File: config.mk
export PLATFORM = sky130hd
export DESIGN_NAME = zone_dwell_alarm_monitor_unit_flat
export DESIGN_NICKNAME = d
export VERILOG_FILES = /design/src/sv/zdam_pkg.sv /design/src/sv/zdam_if.sv /design/src/sv/zdam_queue.sv /design/src/sv/zdam_front.sv /design/src/sv/zdam_back.sv /design/src/sv/zone_dwell_alarm_monitor_unit.sv /design/src/flat_wrapper.sv
export SDC_FILE = /design/constraint.sdc
export NUM_CORES = 2
export LEC_CHECK = 0
export BUFFER_PORTS_ARGS = -buffer_cell sky130_fd_sc_hd__buf_2
export CORE_MARGIN = 2
export CORE_UTILIZATION = 48
export DETAILED_ROUTE_END_ITERATION = 16
export HOLD_SLACK_MARGIN = 0.12
export PLACE_DENSITY = 0.76
export SKIP_CTS_REPAIR_TIMING = 1
export SYNTH_ARGS = -nofsm -noshare
export SYNTH_HDL_FRONTEND = slang
export SYNTH_SLANG_ARGS = --single-unit
export TNS_END_PERCENT = 100
File: constraint.sdc
create_clock -name clk -period 7.25 [get_ports clk]
set_clock_uncertainty 0.2 [all_clocks]
set_input_delay 0.3625 -clock clk [delete_from_list [all_inputs] [get_ports clk]]
set_output_delay 0.3625 -clock clk [all_outputs]
set_load 0.1 [all_outputs]
File: src/sv/zdam_pkg.sv
// Zone dwell alarm monitor: shared types and constants.
// Configuration layout, state codes, register indexes and fixed field widths.
// No dependencies.
package zdam_pkg;

    localparam int CFG_DATA_BITS  = 22;
    localparam int CFG_INDEX_BITS = 3;
    localparam int MS_BITS        = 22;
    localparam int RADIUS_BITS    = 9;
    localparam int CENTER_BITS    = 11;
    localparam int DIST_BITS      = 25;
    localparam int STATE_BITS     = 3;
    localparam int QUEUE_DEPTH    = 4;

    // register indexes on the configuration port
    localparam logic [CFG_INDEX_BITS-1:0] REG_DWELL_LIMIT = 3'd0;
    localparam logic [CFG_INDEX_BITS-1:0] REG_COOLDOWN    = 3'd1;
    localparam logic [CFG_INDEX_BITS-1:0] REG_LOSS_TOL    = 3'd2;
    localparam logic [CFG_INDEX_BITS-1:0] REG_SAFE_RADIUS = 3'd3;
    localparam logic [CFG_INDEX_BITS-1:0] REG_CENTER_X    = 3'd4;
    localparam logic [CFG_INDEX_BITS-1:0] REG_CENTER_Y    = 3'd5;

    // monitor states
    localparam logic [STATE_BITS-1:0] ST_NORMAL    = 3'd0;
    localparam logic [STATE_BITS-1:0] ST_EXCEEDING = 3'd1;
    localparam logic [STATE_BITS-1:0] ST_ALARMED   = 3'd2;
    localparam logic [STATE_BITS-1:0] ST_COOLING   = 3'd3;
    localparam logic [STATE_BITS-1:0] ST_LOST      = 3'd4;

    localparam int unsigned GAP_LIMIT_MS = 2000;
    localparam logic [MS_BITS-1:0] DEFAULT_LOSS_MS = 22'd300;

    typedef struct packed {
        logic [MS_BITS-1:0]     dwell_limit_ms;
        logic [MS_BITS-1:0]     cooldown_ms;
        logic [MS_BITS-1:0]     loss_tolerance_ms;
        logic [RADIUS_BITS-1:0] zone_radius;
        logic [CENTER_BITS-1:0] center_x;
        logic [CENTER_BITS-1:0] center_y;
    } cfg_t;

    localparam cfg_t CFG_RESET = '{
        dwell_limit_ms:    22'd1000,
        cooldown_ms:       22'd5000,
        loss_tolerance_ms: 22'd300,
        zone_radius:       9'd100,
        center_x:          11'd960,
        center_y:          11'd540
    };

endpackage

File: src/sv/zdam_if.sv
// Zone dwell alarm monitor: valid/ready channel interfaces for requests and results.
// Depends on zdam_pkg for fixed field widths.
interface zdam_in_if #(
    parameter int TIME_BITS  = 48,
    parameter int COORD_BITS = 12
);
    logic                  valid;
    logic                  ready;
    logic                  mode;
    logic [TIME_BITS-1:0]  time_ms;
    logic                  target_present;
    logic [COORD_BITS-1:0] point_x;
    logic [COORD_BITS-1:0] point_y;

    modport source (
        output valid, mode, time_ms, target_present, point_x, point_y,
        input  ready
    );
    modport sink (
        input  valid, mode, time_ms, target_present, point_x, point_y,
        output ready
    );
endinterface

interface zdam_out_if #(
    parameter int TIME_BITS = 48
);
    logic                             valid;
    logic                             ready;
    logic                             alarm_pulse;
    logic [zdam_pkg::STATE_BITS-1:0]  monitor_state;
    logic                             is_inside;
    logic                             short_loss;
    logic [zdam_pkg::DIST_BITS-1:0]   distance_sq;
    logic [TIME_BITS-1:0]             dwell_at_alarm_ms;
    logic                             reset_refused;

    modport source (
        output valid, alarm_pulse, monitor_state, is_inside, short_loss,
               distance_sq, dwell_at_alarm_ms, reset_refused,
        input  ready
    );
    modport sink (
        input  valid, alarm_pulse, monitor_state, is_inside, short_loss,
               distance_sq, dwell_at_alarm_ms, reset_refused,
        output ready
    );
endinterface

File: src/sv/zdam_queue.sv
// Zone dwell alarm monitor: small register queue between front and back.
// Generic width and depth; no package dependency.
module zdam_queue #(
    parameter int WIDTH = 76,
    parameter int DEPTH = 4
) (
    input  logic             clk,
    input  logic             rst_n,
    input  logic             push,
    input  logic [WIDTH-1:0] push_data,
    output logic             push_ready,
    input  logic             pop,
    output logic             pop_valid,
    output logic [WIDTH-1:0] pop_data
);

    localparam int PW = (DEPTH > 1) ? $clog2(DEPTH) : 1;
    localparam int CW = $clog2(DEPTH + 1);

    logic [WIDTH-1:0] entry_reg [DEPTH];
    logic [PW-1:0]    wr_ptr_reg, wr_ptr_next;
    logic [PW-1:0]    rd_ptr_reg, rd_ptr_next;
    logic [CW-1:0]    count_reg, count_next;
    logic             do_push, do_pop;

    assign push_ready = (count_reg != CW'(DEPTH));
    assign pop_valid  = (count_reg != '0);
    assign pop_data   = entry_reg[rd_ptr_reg];
    assign do_push    = push && push_ready;
    assign do_pop     = pop && pop_valid;

    always_comb
    begin
        wr_ptr_next = wr_ptr_reg;
        rd_ptr_next = rd_ptr_reg;
        count_next  = count_reg;
        if (do_push)
        begin
            wr_ptr_next = (wr_ptr_reg == PW'(DEPTH - 1)) ? '0 : wr_ptr_reg + 1'b1;
        end
        if (do_pop)
        begin
            rd_ptr_next = (rd_ptr_reg == PW'(DEPTH - 1)) ? '0 : rd_ptr_reg + 1'b1;
        end
        if (do_push && !do_pop)
        begin
            count_next = count_reg + 1'b1;
        end
        else if (do_pop && !do_push)
        begin
            count_next = count_reg - 1'b1;
        end
    end

    always_ff @(posedge clk or negedge rst_n)
    begin
        if (!rst_n)
        begin
            wr_ptr_reg <= '0;
            rd_ptr_reg <= '0;
            count_reg  <= '0;
        end
        else
        begin
            wr_ptr_reg <= wr_ptr_next;
            rd_ptr_reg <= rd_ptr_next;
            count_reg  <= count_next;
        end
    end

    always_ff @(posedge clk)
    begin
        if (do_push)
        begin
            entry_reg[wr_ptr_reg] <= push_data;
        end
    end

endmodule

File: src/sv/zdam_front.sv
// Zone dwell alarm monitor: front end. Accepts requests, computes the squared
// distance to the circle center and the inside flag over two stages.
// Depends on zdam_pkg and zdam_in_if.
module zdam_front #(
    parameter int TIME_BITS  = 48,
    parameter int COORD_BITS = 12
) (
    input  logic                 clk,
    input  logic                 rst_n,
    zdam_in_if.sink              item,
    input  zdam_pkg::cfg_t       cfg,
    output logic                 push_valid,
    input  logic                 push_ready,
    output logic [TIME_BITS+zdam_pkg::DIST_BITS+2:0] push_data
);

    localparam int AW  = (COORD_BITS > zdam_pkg::CENTER_BITS) ? COORD_BITS
                                                               : zdam_pkg::CENTER_BITS;
    localparam int DXW = AW + 1;
    localparam int SQW = 2 * AW;
    localparam int DW  = SQW + 1;
    localparam int RSW = 2 * zdam_pkg::RADIUS_BITS;
    localparam int DB  = zdam_pkg::DIST_BITS;

    logic                 en, take;
    logic [DXW-1:0]       dx, dy, ndx, ndy;
    logic [AW-1:0]        adx, ady;

    logic                 s1_valid_reg;
    logic                 s1_mode_reg, s1_present_reg;
    logic [TIME_BITS-1:0] s1_time_reg;
    logic [AW-1:0]        s1_adx_reg, s1_ady_reg;

    logic                 s2_valid_reg;
    logic                 s2_mode_reg, s2_present_reg;
    logic [TIME_BITS-1:0] s2_time_reg;
    logic [SQW-1:0]       s2_sqx_reg, s2_sqy_reg;
    logic [RSW-1:0]       s2_rsq_reg;

    logic [DW-1:0]        dist_sum;
    logic                 keep, in_zone;
    logic [DB-1:0]        dist_out;

    // whole front advances unless the last stage is blocked by a full queue
    assign en         = !s2_valid_reg || push_ready;
    assign item.ready = en;
    assign take       = item.valid && en;

    assign dx  = DXW'(item.point_x) - DXW'(cfg.center_x);
    assign dy  = DXW'(item.point_y) - DXW'(cfg.center_y);
    assign ndx = -dx;
    assign ndy = -dy;
    assign adx = dx[DXW-1] ? ndx[AW-1:0] : dx[AW-1:0];
    assign ady = dy[DXW-1] ? ndy[AW-1:0] : dy[AW-1:0];

    always_ff @(posedge clk or negedge rst_n)
    begin
        if (!rst_n)
        begin
            s1_valid_reg <= 1'b0;
            s2_valid_reg <= 1'b0;
        end
        else if (en)
        begin
            s1_valid_reg <= take;
            s2_valid_reg <= s1_valid_reg;
        end
    end

    always_ff @(posedge clk)
    begin
        if (en)
        begin
            s1_mode_reg    <= item.mode;
            s1_present_reg <= item.target_present;
            s1_time_reg    <= item.time_ms;
            s1_adx_reg     <= adx;
            s1_ady_reg     <= ady;

            s2_mode_reg    <= s1_mode_reg;
            s2_present_reg <= s1_present_reg;
            s2_time_reg    <= s1_time_reg;
            s2_sqx_reg     <= SQW'(s1_adx_reg) * SQW'(s1_adx_reg);
            s2_sqy_reg     <= SQW'(s1_ady_reg) * SQW'(s1_ady_reg);
            s2_rsq_reg     <= RSW'(cfg.zone_radius) * RSW'(cfg.zone_radius);
        end
    end

    // distance and inside flag only mean something for frames with a target
    assign dist_sum = DW'(s2_sqx_reg) + DW'(s2_sqy_reg);
    assign keep     = !s2_mode_reg && s2_present_reg;
    assign in_zone  = keep && (dist_sum <= DW'(s2_rsq_reg));
    assign dist_out = keep ? DB'(dist_sum) : '0;

    assign push_valid = s2_valid_reg;
    assign push_data  = {s2_mode_reg, s2_time_reg, s2_present_reg, in_zone, dist_out};

endmodule

File: src/sv/zdam_back.sv
// Zone dwell alarm monitor: back end. Runs the dwell/cooldown/loss state machine
// over one to four steps per request and holds the result register.
// Depends on zdam_pkg and zdam_out_if.
module zdam_back #(
    parameter int TIME_BITS = 48
) (
    input  logic                 clk,
    input  logic                 rst_n,
    input  logic                 head_valid,
    input  logic [TIME_BITS+zdam_pkg::DIST_BITS+2:0] head_data,
    output logic                 pop,
    input  zdam_pkg::cfg_t       cfg,
    zdam_out_if.source           result
);

    localparam int DB = zdam_pkg::DIST_BITS;
    localparam int SB = zdam_pkg::STATE_BITS;
    localparam int QW = TIME_BITS + DB + 3;

    // sequencer steps
    localparam logic [1:0] P_CONT  = 2'd0;  // continuity check, operator reset
    localparam logic [1:0] P_LOSS  = 2'd1;  // loss timer
    localparam logic [1:0] P_PAUSE = 2'd2;  // push running timer past a short loss
    localparam logic [1:0] P_EVAL  = 2'd3;  // inside/outside transitions

    logic                 h_mode, h_present, h_inside;
    logic [TIME_BITS-1:0] now;
    logic [DB-1:0]        h_dist;

    logic [1:0]           phase_reg, phase_next;
    logic [SB-1:0]        fsm_reg, fsm_next;
    logic                 latched_reg, latched_next;
    logic [TIME_BITS-1:0] exceed_start_reg, exceed_start_next;
    logic [TIME_BITS-1:0] cool_start_reg, cool_start_next;
    logic [TIME_BITS-1:0] lost_start_reg, lost_start_next;
    logic [TIME_BITS-1:0] prev_time_reg, prev_time_next;
    logic                 loss_active_reg, loss_active_next;
    logic                 seen_valid_reg, seen_valid_next;
    logic                 seen_inside_reg, seen_inside_next;
    logic                 pause_reg, pause_next;
    logic [TIME_BITS-1:0] lost_el_reg, lost_el_next;

    logic                 out_valid_reg, out_valid_next;
    logic                 out_pulse_reg, out_pulse_next;
    logic [SB-1:0]        out_state_reg, out_state_next;
    logic                 out_inside_reg, out_inside_next;
    logic                 out_short_reg, out_short_next;
    logic [DB-1:0]        out_dist_reg, out_dist_next;
    logic [TIME_BITS-1:0] out_dwell_reg, out_dwell_next;
    logic                 out_refused_reg, out_refused_next;

    logic                 slot_free, emit;
    logic [TIME_BITS:0]   cont_diff;
    logic                 gap_break;
    logic [zdam_pkg::MS_BITS-1:0] tol;
    logic [TIME_BITS-1:0] lost_el, run_start, run_el, run_limit, pause_sum;
    logic                 lost_over, run_done, is_cool;

    assign h_mode    = head_data[QW-1];
    assign now       = head_data[QW-2 -: TIME_BITS];
    assign h_present = head_data[DB+1];
    assign h_inside  = head_data[DB];
    assign h_dist    = head_data[DB-1:0];

    assign slot_free = !out_valid_reg || result.ready;

    // a timestamp of zero in prev_time means no frame seen yet
    assign cont_diff = {1'b0, now} - {1'b0, prev_time_reg};
    assign gap_break = (prev_time_reg != '0)
                    && (cont_diff[TIME_BITS]
                        || (cont_diff[TIME_BITS-1:0] > TIME_BITS'(zdam_pkg::GAP_LIMIT_MS)));

    assign tol       = (cfg.loss_tolerance_ms == '0) ? zdam_pkg::DEFAULT_LOSS_MS
                                                     : cfg.loss_tolerance_ms;
    assign lost_el   = now - lost_start_reg;
    assign lost_over = (lost_el >= TIME_BITS'(tol));

    assign is_cool   = (fsm_reg == zdam_pkg::ST_COOLING);
    assign run_start = is_cool ? cool_start_reg : exceed_start_reg;
    assign run_el    = now - run_start;
    assign run_limit = is_cool ? TIME_BITS'(cfg.cooldown_ms) : TIME_BITS'(cfg.dwell_limit_ms);
    assign run_done  = (run_el >= run_limit);
    assign pause_sum = run_start + lost_el_reg;

    always_comb
    begin
        phase_next        = phase_reg;
        fsm_next          = fsm_reg;
        latched_next      = latched_reg;
        exceed_start_next = exceed_start_reg;
        cool_start_next   = cool_start_reg;
        lost_start_next   = lost_start_reg;
        prev_time_next    = prev_time_reg;
        loss_active_next  = loss_active_reg;
        seen_valid_next   = seen_valid_reg;
        seen_inside_next  = seen_inside_reg;
        pause_next        = pause_reg;
        lost_el_next      = lost_el_reg;

        pop              = 1'b0;
        emit             = 1'b0;
        out_pulse_next   = 1'b0;
        out_inside_next  = 1'b0;
        out_short_next   = 1'b0;
        out_dist_next    = '0;
        out_dwell_next   = '0;
        out_refused_next = 1'b0;

        case (phase_reg)
            P_CONT:
            begin
                if (head_valid)
                begin
                    if (h_mode)
                    begin
                        if (slot_free)
                        begin
                            pop  = 1'b1;
                            emit = 1'b1;
                            if (fsm_reg != zdam_pkg::ST_NORMAL
                                && (!seen_valid_reg || !seen_inside_reg))
                            begin
                                out_refused_next = 1'b1;
                            end
                            else
                            begin
                                fsm_next          = zdam_pkg::ST_NORMAL;
                                latched_next      = 1'b0;
                                exceed_start_next = '0;
                                cool_start_next   = '0;
                                lost_start_next   = '0;
                                loss_active_next  = 1'b0;
                                seen_inside_next  = 1'b1;
                            end
                        end
                    end
                    else
                    begin
                        prev_time_next = now;
                        phase_next     = P_LOSS;
                        if (gap_break)
                        begin
                            if (fsm_reg == zdam_pkg::ST_EXCEEDING)
                            begin
                                fsm_next     = zdam_pkg::ST_NORMAL;
                                latched_next = 1'b0;
                            end
                            else if (fsm_reg == zdam_pkg::ST_COOLING)
                            begin
                                fsm_next     = zdam_pkg::ST_ALARMED;
                                latched_next = 1'b1;
                            end
                            exceed_start_next = '0;
                            cool_start_next   = '0;
                            if (fsm_reg == zdam_pkg::ST_LOST)
                            begin
                                loss_active_next = 1'b1;
                                lost_start_next  = now;
                            end
                            else
                            begin
                                loss_active_next = 1'b0;
                                lost_start_next  = '0;
                            end
                        end
                    end
                end
            end

            P_LOSS:
            begin
                if (!h_present)
                begin
                    if (slot_free)
                    begin
                        pop             = 1'b1;
                        emit            = 1'b1;
                        phase_next      = P_CONT;
                        seen_valid_next = 1'b0;
                        if (!loss_active_reg)
                        begin
                            loss_active_next = 1'b1;
                            lost_start_next  = now;
                        end
                        else if (lost_over && fsm_reg != zdam_pkg::ST_LOST)
                        begin
                            if (fsm_reg == zdam_pkg::ST_ALARMED || is_cool)
                            begin
                                latched_next = 1'b1;
                            end
                            fsm_next          = zdam_pkg::ST_LOST;
                            exceed_start_next = '0;
                            cool_start_next   = '0;
                        end
                        out_short_next = !(fsm_reg == zdam_pkg::ST_LOST
                                           || (loss_active_reg && lost_over));
                    end
                end
                else
                begin
                    phase_next   = P_PAUSE;
                    lost_el_next = loss_active_reg ? lost_el : '0;
                    pause_next   = loss_active_reg && !lost_over;
                    if (loss_active_reg && lost_over && fsm_reg != zdam_pkg::ST_LOST)
                    begin
                        if (fsm_reg == zdam_pkg::ST_ALARMED || is_cool)
                        begin
                            latched_next = 1'b1;
                        end
                        fsm_next          = zdam_pkg::ST_LOST;
                        exceed_start_next = '0;
                        cool_start_next   = '0;
                    end
                end
            end

            P_PAUSE:
            begin
                phase_next = P_EVAL;
                if (pause_reg && fsm_reg == zdam_pkg::ST_EXCEEDING)
                begin
                    exceed_start_next = pause_sum;
                end
                else if (pause_reg && is_cool)
                begin
                    cool_start_next = pause_sum;
                end
            end

            P_EVAL:
            begin
                if (slot_free)
                begin
                    pop             = 1'b1;
                    emit            = 1'b1;
                    phase_next      = P_CONT;
                    out_inside_next = h_inside;
                    out_dist_next   = h_dist;
                    if (fsm_reg == zdam_pkg::ST_LOST)
                    begin
                        if (latched_reg)
                        begin
                            if (h_inside)
                            begin
                                fsm_next        = zdam_pkg::ST_COOLING;
                                cool_start_next = now;
                            end
                            else
                            begin
                                fsm_next = zdam_pkg::ST_ALARMED;
                            end
                        end
                        else if (h_inside)
                        begin
                            fsm_next = zdam_pkg::ST_NORMAL;
                        end
                        else
                        begin
                            fsm_next          = zdam_pkg::ST_EXCEEDING;
                            exceed_start_next = now;
                        end
                    end
                    else if (h_inside)
                    begin
                        if (fsm_reg == zdam_pkg::ST_EXCEEDING)
                        begin
                            fsm_next          = zdam_pkg::ST_NORMAL;
                            exceed_start_next = '0;
                        end
                        else if (fsm_reg == zdam_pkg::ST_ALARMED)
                        begin
                            fsm_next        = zdam_pkg::ST_COOLING;
                            cool_start_next = now;
                        end
                        else if (is_cool && run_done)
                        begin
                            fsm_next          = zdam_pkg::ST_NORMAL;
                            latched_next      = 1'b0;
                            exceed_start_next = '0;
                            cool_start_next   = '0;
                        end
                    end
                    else
                    begin
                        if (fsm_reg == zdam_pkg::ST_NORMAL)
                        begin
                            fsm_next          = zdam_pkg::ST_EXCEEDING;
                            exceed_start_next = now;
                        end
                        else if (fsm_reg == zdam_pkg::ST_EXCEEDING && run_done)
                        begin
                            fsm_next       = zdam_pkg::ST_ALARMED;
                            latched_next   = 1'b1;
                            out_pulse_next = 1'b1;
                            out_dwell_next = run_el;
                        end
                        else if (is_cool)
                        begin
                            fsm_next        = zdam_pkg::ST_ALARMED;
                            cool_start_next = '0;
                            latched_next    = 1'b1;
                        end
                    end
                    loss_active_next = 1'b0;
                    lost_start_next  = '0;
                    seen_valid_next  = 1'b1;
                    seen_inside_next = h_inside;
                end
            end

            default:
            begin
                phase_next = P_CONT;
            end
        endcase

        out_state_next = fsm_next;
        if (emit)
        begin
            out_valid_next = 1'b1;
        end
        else
        begin
            out_valid_next = out_valid_reg && !result.ready;
        end
    end

    always_ff @(posedge clk or negedge rst_n)
    begin
        if (!rst_n)
        begin
            phase_reg        <= P_CONT;
            fsm_reg          <= zdam_pkg::ST_NORMAL;
            latched_reg      <= 1'b0;
            exceed_start_reg <= '0;
            cool_start_reg   <= '0;
            lost_start_reg   <= '0;
            prev_time_reg    <= '0;
            loss_active_reg  <= 1'b0;
            seen_valid_reg   <= 1'b0;
            seen_inside_reg  <= 1'b1;
            pause_reg        <= 1'b0;
            out_valid_reg    <= 1'b0;
        end
        else
        begin
            phase_reg        <= phase_next;
            fsm_reg          <= fsm_next;
            latched_reg      <= latched_next;
            exceed_start_reg <= exceed_start_next;
            cool_start_reg   <= cool_start_next;
            lost_start_reg   <= lost_start_next;
            prev_time_reg    <= prev_time_next;
            loss_active_reg  <= loss_active_next;
            seen_valid_reg   <= seen_valid_next;
            seen_inside_reg  <= seen_inside_next;
            pause_reg        <= pause_next;
            out_valid_reg    <= out_valid_next;
        end
    end

    always_ff @(posedge clk)
    begin
        lost_el_reg <= lost_el_next;
        if (emit)
        begin
            out_pulse_reg   <= out_pulse_next;
            out_state_reg   <= out_state_next;
            out_inside_reg  <= out_inside_next;
            out_short_reg   <= out_short_next;
            out_dist_reg    <= out_dist_next;
            out_dwell_reg   <= out_dwell_next;
            out_refused_reg <= out_refused_next;
        end
    end

    assign result.valid             = out_valid_reg;
    assign result.alarm_pulse       = out_pulse_reg;
    assign result.monitor_state     = out_state_reg;
    assign result.is_inside         = out_inside_reg;
    assign result.short_loss        = out_short_reg;
    assign result.distance_sq       = out_dist_reg;
    assign result.dwell_at_alarm_ms = out_dwell_reg;
    assign result.reset_refused     = out_refused_reg;

endmodule

File: src/sv/zone_dwell_alarm_monitor_unit.sv
// Zone dwell alarm monitor, top level: configuration registers, front end,
// request queue and state machine back end.
// Depends on zdam_pkg, zdam_if, zdam_front, zdam_queue, zdam_back.
//
// Usage:
//   item   : valid/ready request channel. mode 0 is a video frame (timestamp,
//            optional target point), mode 1 an operator reset request.
//   result : valid/ready channel, exactly one result per request, in order.
//   cfg_*  : write-only register port; write only while the block is idle.
// Throughput is set by the back-end sequencer: a frame with a target runs the
// continuity, loss, pause and evaluation steps, one without a target only the
// continuity and loss steps, and a reset request only the continuity step.
// The two-stage distance front end takes a request every cycle unless a full
// queue blocks its last stage, and a 4-entry queue absorbs bursts.
// A stalled result holds in the output register; the back end waits on it
// while the queue and the front end keep accepting until full.
// Reset clears the state machine to normal, empties the queue and loads
// the default register values; no clearing pass is needed.
module zone_dwell_alarm_monitor_unit #(
    parameter int TIME_BITS  = 48,
    parameter int COORD_BITS = 12
) (
    input  logic                                 clk,
    input  logic                                 rst_n,
    zdam_in_if.sink                              item,
    zdam_out_if.source                           result,
    input  logic                                 cfg_we,
    input  logic [zdam_pkg::CFG_INDEX_BITS-1:0]  cfg_index,
    input  logic [zdam_pkg::CFG_DATA_BITS-1:0]   cfg_wdata
);

    localparam int QW = TIME_BITS + zdam_pkg::DIST_BITS + 3;

    zdam_pkg::cfg_t cfg_reg;

    logic          push_valid, push_ready;
    logic [QW-1:0] push_data;
    logic          head_valid, pop;
    logic [QW-1:0] head_data;

    always_ff @(posedge clk or negedge rst_n)
    begin
        if (!rst_n)
        begin
            cfg_reg <= zdam_pkg::CFG_RESET;
        end
        else if (cfg_we)
        begin
            case (cfg_index)
                zdam_pkg::REG_DWELL_LIMIT: cfg_reg.dwell_limit_ms    <= cfg_wdata;
                zdam_pkg::REG_COOLDOWN:    cfg_reg.cooldown_ms       <= cfg_wdata;
                zdam_pkg::REG_LOSS_TOL:    cfg_reg.loss_tolerance_ms <= cfg_wdata;
                zdam_pkg::REG_SAFE_RADIUS:
                    cfg_reg.zone_radius <= cfg_wdata[zdam_pkg::RADIUS_BITS-1:0];
                zdam_pkg::REG_CENTER_X:
                    cfg_reg.center_x <= cfg_wdata[zdam_pkg::CENTER_BITS-1:0];
                zdam_pkg::REG_CENTER_Y:
                    cfg_reg.center_y <= cfg_wdata[zdam_pkg::CENTER_BITS-1:0];
                default:
                begin
                end
            endcase
        end
    end

    zdam_front #(
        .TIME_BITS  (TIME_BITS),
        .COORD_BITS (COORD_BITS)
    ) u_front (
        .clk        (clk),
        .rst_n      (rst_n),
        .item       (item),
        .cfg        (cfg_reg),
        .push_valid (push_valid),
        .push_ready (push_ready),
        .push_data  (push_data)
    );

    zdam_queue #(
        .WIDTH (QW),
        .DEPTH (zdam_pkg::QUEUE_DEPTH)
    ) u_queue (
        .clk        (clk),
        .rst_n      (rst_n),
        .push       (push_valid),
        .push_data  (push_data),
        .push_ready (push_ready),
        .pop        (pop),
        .pop_valid  (head_valid),
        .pop_data   (head_data)
    );

    zdam_back #(
        .TIME_BITS (TIME_BITS)
    ) u_back (
        .clk        (clk),
        .rst_n      (rst_n),
        .head_valid (head_valid),
        .head_data  (head_data),
        .pop        (pop),
        .cfg        (cfg_reg),
        .result     (result)
    );

endmodule
File: src/flat_wrapper.sv
// flat-port wrapper written by rule: the top's interface ports become plain ports
module zone_dwell_alarm_monitor_unit_flat 
#(
    parameter int TIME_BITS  = 48,
    parameter int COORD_BITS = 12
)
  (clk, rst_n, cfg_we, cfg_index, cfg_wdata, item_valid, item_mode, item_time_ms, item_target_present, item_point_x, item_point_y, item_ready, result_valid, result_alarm_pulse, result_monitor_state, result_is_inside, result_short_loss, result_distance_sq, result_dwell_at_alarm_ms, result_reset_refused, result_ready);
  zdam_in_if #(.TIME_BITS(TIME_BITS), .COORD_BITS(COORD_BITS)) item_i ();
  zdam_out_if #(.TIME_BITS(TIME_BITS)) result_i ();
  input  logic clk;
  input  logic rst_n;
  input  logic cfg_we;
  input  logic [zdam_pkg::CFG_INDEX_BITS-1:0] cfg_index;
  input  logic [zdam_pkg::CFG_DATA_BITS-1:0] cfg_wdata;
  input wire logic [$bits(item_i.valid)-1:0] item_valid;
  input wire logic [$bits(item_i.mode)-1:0] item_mode;
  input wire logic [$bits(item_i.time_ms)-1:0] item_time_ms;
  input wire logic [$bits(item_i.target_present)-1:0] item_target_present;
  input wire logic [$bits(item_i.point_x)-1:0] item_point_x;
  input wire logic [$bits(item_i.point_y)-1:0] item_point_y;
  output wire logic [$bits(item_i.ready)-1:0] item_ready;
  output wire logic [$bits(result_i.valid)-1:0] result_valid;
  output wire logic [$bits(result_i.alarm_pulse)-1:0] result_alarm_pulse;
  output wire logic [$bits(result_i.monitor_state)-1:0] result_monitor_state;
  output wire logic [$bits(result_i.is_inside)-1:0] result_is_inside;
  output wire logic [$bits(result_i.short_loss)-1:0] result_short_loss;
  output wire logic [$bits(result_i.distance_sq)-1:0] result_distance_sq;
  output wire logic [$bits(result_i.dwell_at_alarm_ms)-1:0] result_dwell_at_alarm_ms;
  output wire logic [$bits(result_i.reset_refused)-1:0] result_reset_refused;
  input wire logic [$bits(result_i.ready)-1:0] result_ready;
  assign item_i.valid = item_valid;
  assign item_i.mode = item_mode;
  assign item_i.time_ms = item_time_ms;
  assign item_i.target_present = item_target_present;
  assign item_i.point_x = item_point_x;
  assign item_i.point_y = item_point_y;
  assign item_ready = item_i.ready;
  assign result_valid = result_i.valid;
  assign result_alarm_pulse = result_i.alarm_pulse;
  assign result_monitor_state = result_i.monitor_state;
  assign result_is_inside = result_i.is_inside;
  assign result_short_loss = result_i.short_loss;
  assign result_distance_sq = result_i.distance_sq;
  assign result_dwell_at_alarm_ms = result_i.dwell_at_alarm_ms;
  assign result_reset_refused = result_i.reset_refused;
  assign result_i.ready = result_ready;
  zone_dwell_alarm_monitor_unit #(.TIME_BITS(TIME_BITS), .COORD_BITS(COORD_BITS)) u_core (.clk(clk), .rst_n(rst_n), .item(item_i), .result(result_i), .cfg_we(cfg_we), .cfg_index(cfg_index), .cfg_wdata(cfg_wdata));
endmodule
==> flow_summary.toml <==
[die]
rows = 130
core_area_um2 = 125000
initial_core_util_pct = 48.2
boundaryPins = 186
die_h_um = 359
die_width_um = 359
dieArea_um2 = 129000

[synth]
synth_common_cells = "619 x edfxtp_1, 544 x nand2_1, 536 x inv_1"
synth_edf_count = 619
synth_nets = 6289
yosys_warnings = 0
async_flop_share_pct = 33.3
synth.area.top_cells = "edfxtp_1 31%, dfrtp_1 12%, ha_1 9.2%"
synth_top_area_share_pct = 30.7
synth.avg_cell_area_um2 = 10.9
yosys.cell_types.count = 104
yosys.area.top_type = "edfxtp_1"
ys.flop_type = "edfxtp_1"
syn_inst = 5541
synth_area_um2 = 60500
ys_ff_latch = 928
synth.most_common_cell = "edfxtp_1"
ys_seq_area_share_pct = 43.6

[route]
drc = 0
wl_um = 163000
vias = 43500
first_pass_iters = 6
vias_per_cell = 5.76
postRouteAntennaNets = 0
wl_per_cell_um = 21.6
first_iter_violations = 3542

[min_path]
hp-class = "in2reg"
min_path_cells = 4

[clocking]
cts_buffers = 102
clkSinkCount = 928
cts_tree = "yes"
cts-root-buf = "clkbuf_16"
worstSkewPairLatency_ns = 0.73
clkTransAtPathRegs_ns = 0.06
htree_levels = 3
clk_path_buf_depth = 3

[setup_path]
crit_family = "compound AO/OA/AOI/OAI gates"
required_ns = 7.64
crit_cells = 24
worst-path-buf-inv = 3
slowest_stage = "mux4_2"
path_max_fanout = 12
cp-start-kind = "register"
path_cells = "buf_4 -> mux4_2 -> ha_1 -> a21o_1 -> or3_1 -> o21a_1 -> a41oi_2 -> nand2_1 -> a31oi_2 -> o21ai_0 -> xor2_1 -> ha_1 -> a2111o_1 -> a211oi_1 -> a21oi_1 -> a211oi_2 -> nand4_1 -> nor4_4 -> buf_4 -> nand4_1 -> o21ai_0 -> nor3_4 -> buf_4 -> mux2_1"
cp_common_cell = "buf_4"
critPathKind = "reg2reg"
reg2reg_depth = 24
endpoint_kind = "register"
arrival_ns = 7.34
cp_slowest_stage_delay_ns = 0.65

[global_routing]
grt_pass1_vias = 43500
overflow = 0
grt.total_usage_pct = 25.0
grt_max_degree = 135
antenna_found_initial = 7
grt_pass1_wl_um = 252000

[place]
dp.cells = 7274
hpwl_um = 124000
gp_congestion = 0.969
io_buffers = 185

[finish]
layout-drive-gt1-share_pct = 14.2
fillers = 10700
largest_register_ffs = 304
antenna_cells = 0
areaGrowthSynthToFinish_pct = 12.8
final_cell_count_no_fill = 7558
nets = 6568

[sta]
finalMaxSlewViolations = 0
setup_viol = 0
hold_viol = 0
tightest_slew_ns = 1.25
relSlewSlack_pct = 16.8
fmaxAchievable_ghz = 0.144
period_needed_ns = 6.94
finalSetupTns_ns = 0
finalCritPeriodShare_pct = 95.8

[status]
outcome = "finished clean"

[flow_run]
drv_cap = 0
kinds of logic (layout without fill, tap and decap cells):
kind of cell / count (synthesis) / in the layout / share of synthesized area (%)
xor+xnor: 253 / 253 / 3.66
simple gates: 1527 / 1527 / 12.5
flops: 928 / 928 / 43.6
fa+ha+maj: 644 / 644 / 15.8
compound gates: 1057 / 1057 / 11.3
buf+inv: 754 / 1121 / 4.82
mux: 378 / 378 / 8.36
worst min-delay path, stage by stage:
cell     delay [ns]
buf_2          0.08
ha_1           0.17
xnor2_1        0.12
xnor2_1        0.16
placed cells by master (no fill, tap or decap), types with 66 or more instances in the layout:
| cell | netlist | final |
|---|---|---|
| edfxtp_1 | 619 | 619 |
| nand2_1 | 544 | 543 |
| inv_1 | 536 | 536 |
| ha_1 | 444 | 441 |
| a21oi_1 | 291 | 286 |
| dfrtp_1 | 282 | 280 |
| o21ai_0 | 256 | 254 |
| nor2_1 | 242 | 239 |
| and2_1 | 210 | 206 |
| fa_1 | 200 | 200 |
| xnor2_1 | 187 | 187 |
| buf_2 | 15 | 184 |
| mux2_2 | 164 | 164 |
| mux2i_1 | 114 | 114 |
| a21o_1 | 111 | 111 |
| buf_4 | 1 | 108 |
| clkbuf_16 | 0 | 104 |
| dlygate4sd3_1 | 0 | 88 |
| nor3_1 | 88 | 84 |
| mux4_2 | 76 | 76 |
| nand3_1 | 74 | 72 |
| xor2_1 | 66 | 66 |
through the flow:
step           instance area, um^2  hold WS [ns]  setup WS [ns]  utilization, %
2_1_floorplan                60500        -0.133         0.0288               -
3_3_place_gp                 63700         0.205        -0.0359            50.8
3_5_place_dp                 63700         0.205         -0.193            50.8
4_1_cts                      67200        -0.541         -0.222            53.6
5_1_grt                      68200         0.119        -0.0233            54.4
6_report                     68200         0.109          0.306            54.4
path summary, 6_finish.rpt:
| path | startpoint | end | slack (ns) |
|---|---|---|---|
| worst max-delay path | u_core.u_queue.rd_ptr_reg[0] | u_core.u_back.exceed_start_reg[40] | 0.31 |
| worst min-delay path | item_point_x[4] | u_core.u_front.s1_adx_reg[4] | 0.11 |
| worst max register to register | u_core.u_queue.rd_ptr_reg[0] | u_core.u_back.exceed_start_reg[40] | 0.31 |
| worst min register to register | u_core.u_front.s1_time_reg[46] | u_core.u_front.s2_time_reg[46] | 0.21 |
| max in group asynchronous | rst_n | u_core.u_back.cool_start_reg[15] | 4.68 |
| min in group asynchronous | rst_n | u_core.u_back.prev_time_reg[46] | 0.60 |
metal layers:
layer / track usage (%) / up-vias / wire length (um) / part of all wire, %
met2: 43.8 / 1178 / 82200 / 50
met5: 0 / - / 13 / 0.0080
met3: 3.00 / 327 / 7610 / 4.7
met1: 31.6 / 21700 / 66200 / 41
li1: - / 20300 / - / -
met4: 10.1 / 2 / 7160 / 4.4
layout make-up:
type,instances,area [um^2],share of cell area (%)
clock inverter,52,657,0.963
multi-input combinational,3859,31500,46.2
timing repair buffer,391,2820,4.13
sequential,928,26400,38.6
tap,1650,2060,3.03
inverter,538,2020,2.96
clock buffer,140,2830,4.14
Power is left out: the tool's default activity adds up to more than one toggle a clock period on the data nets, which glitch-free logic cannot reach.
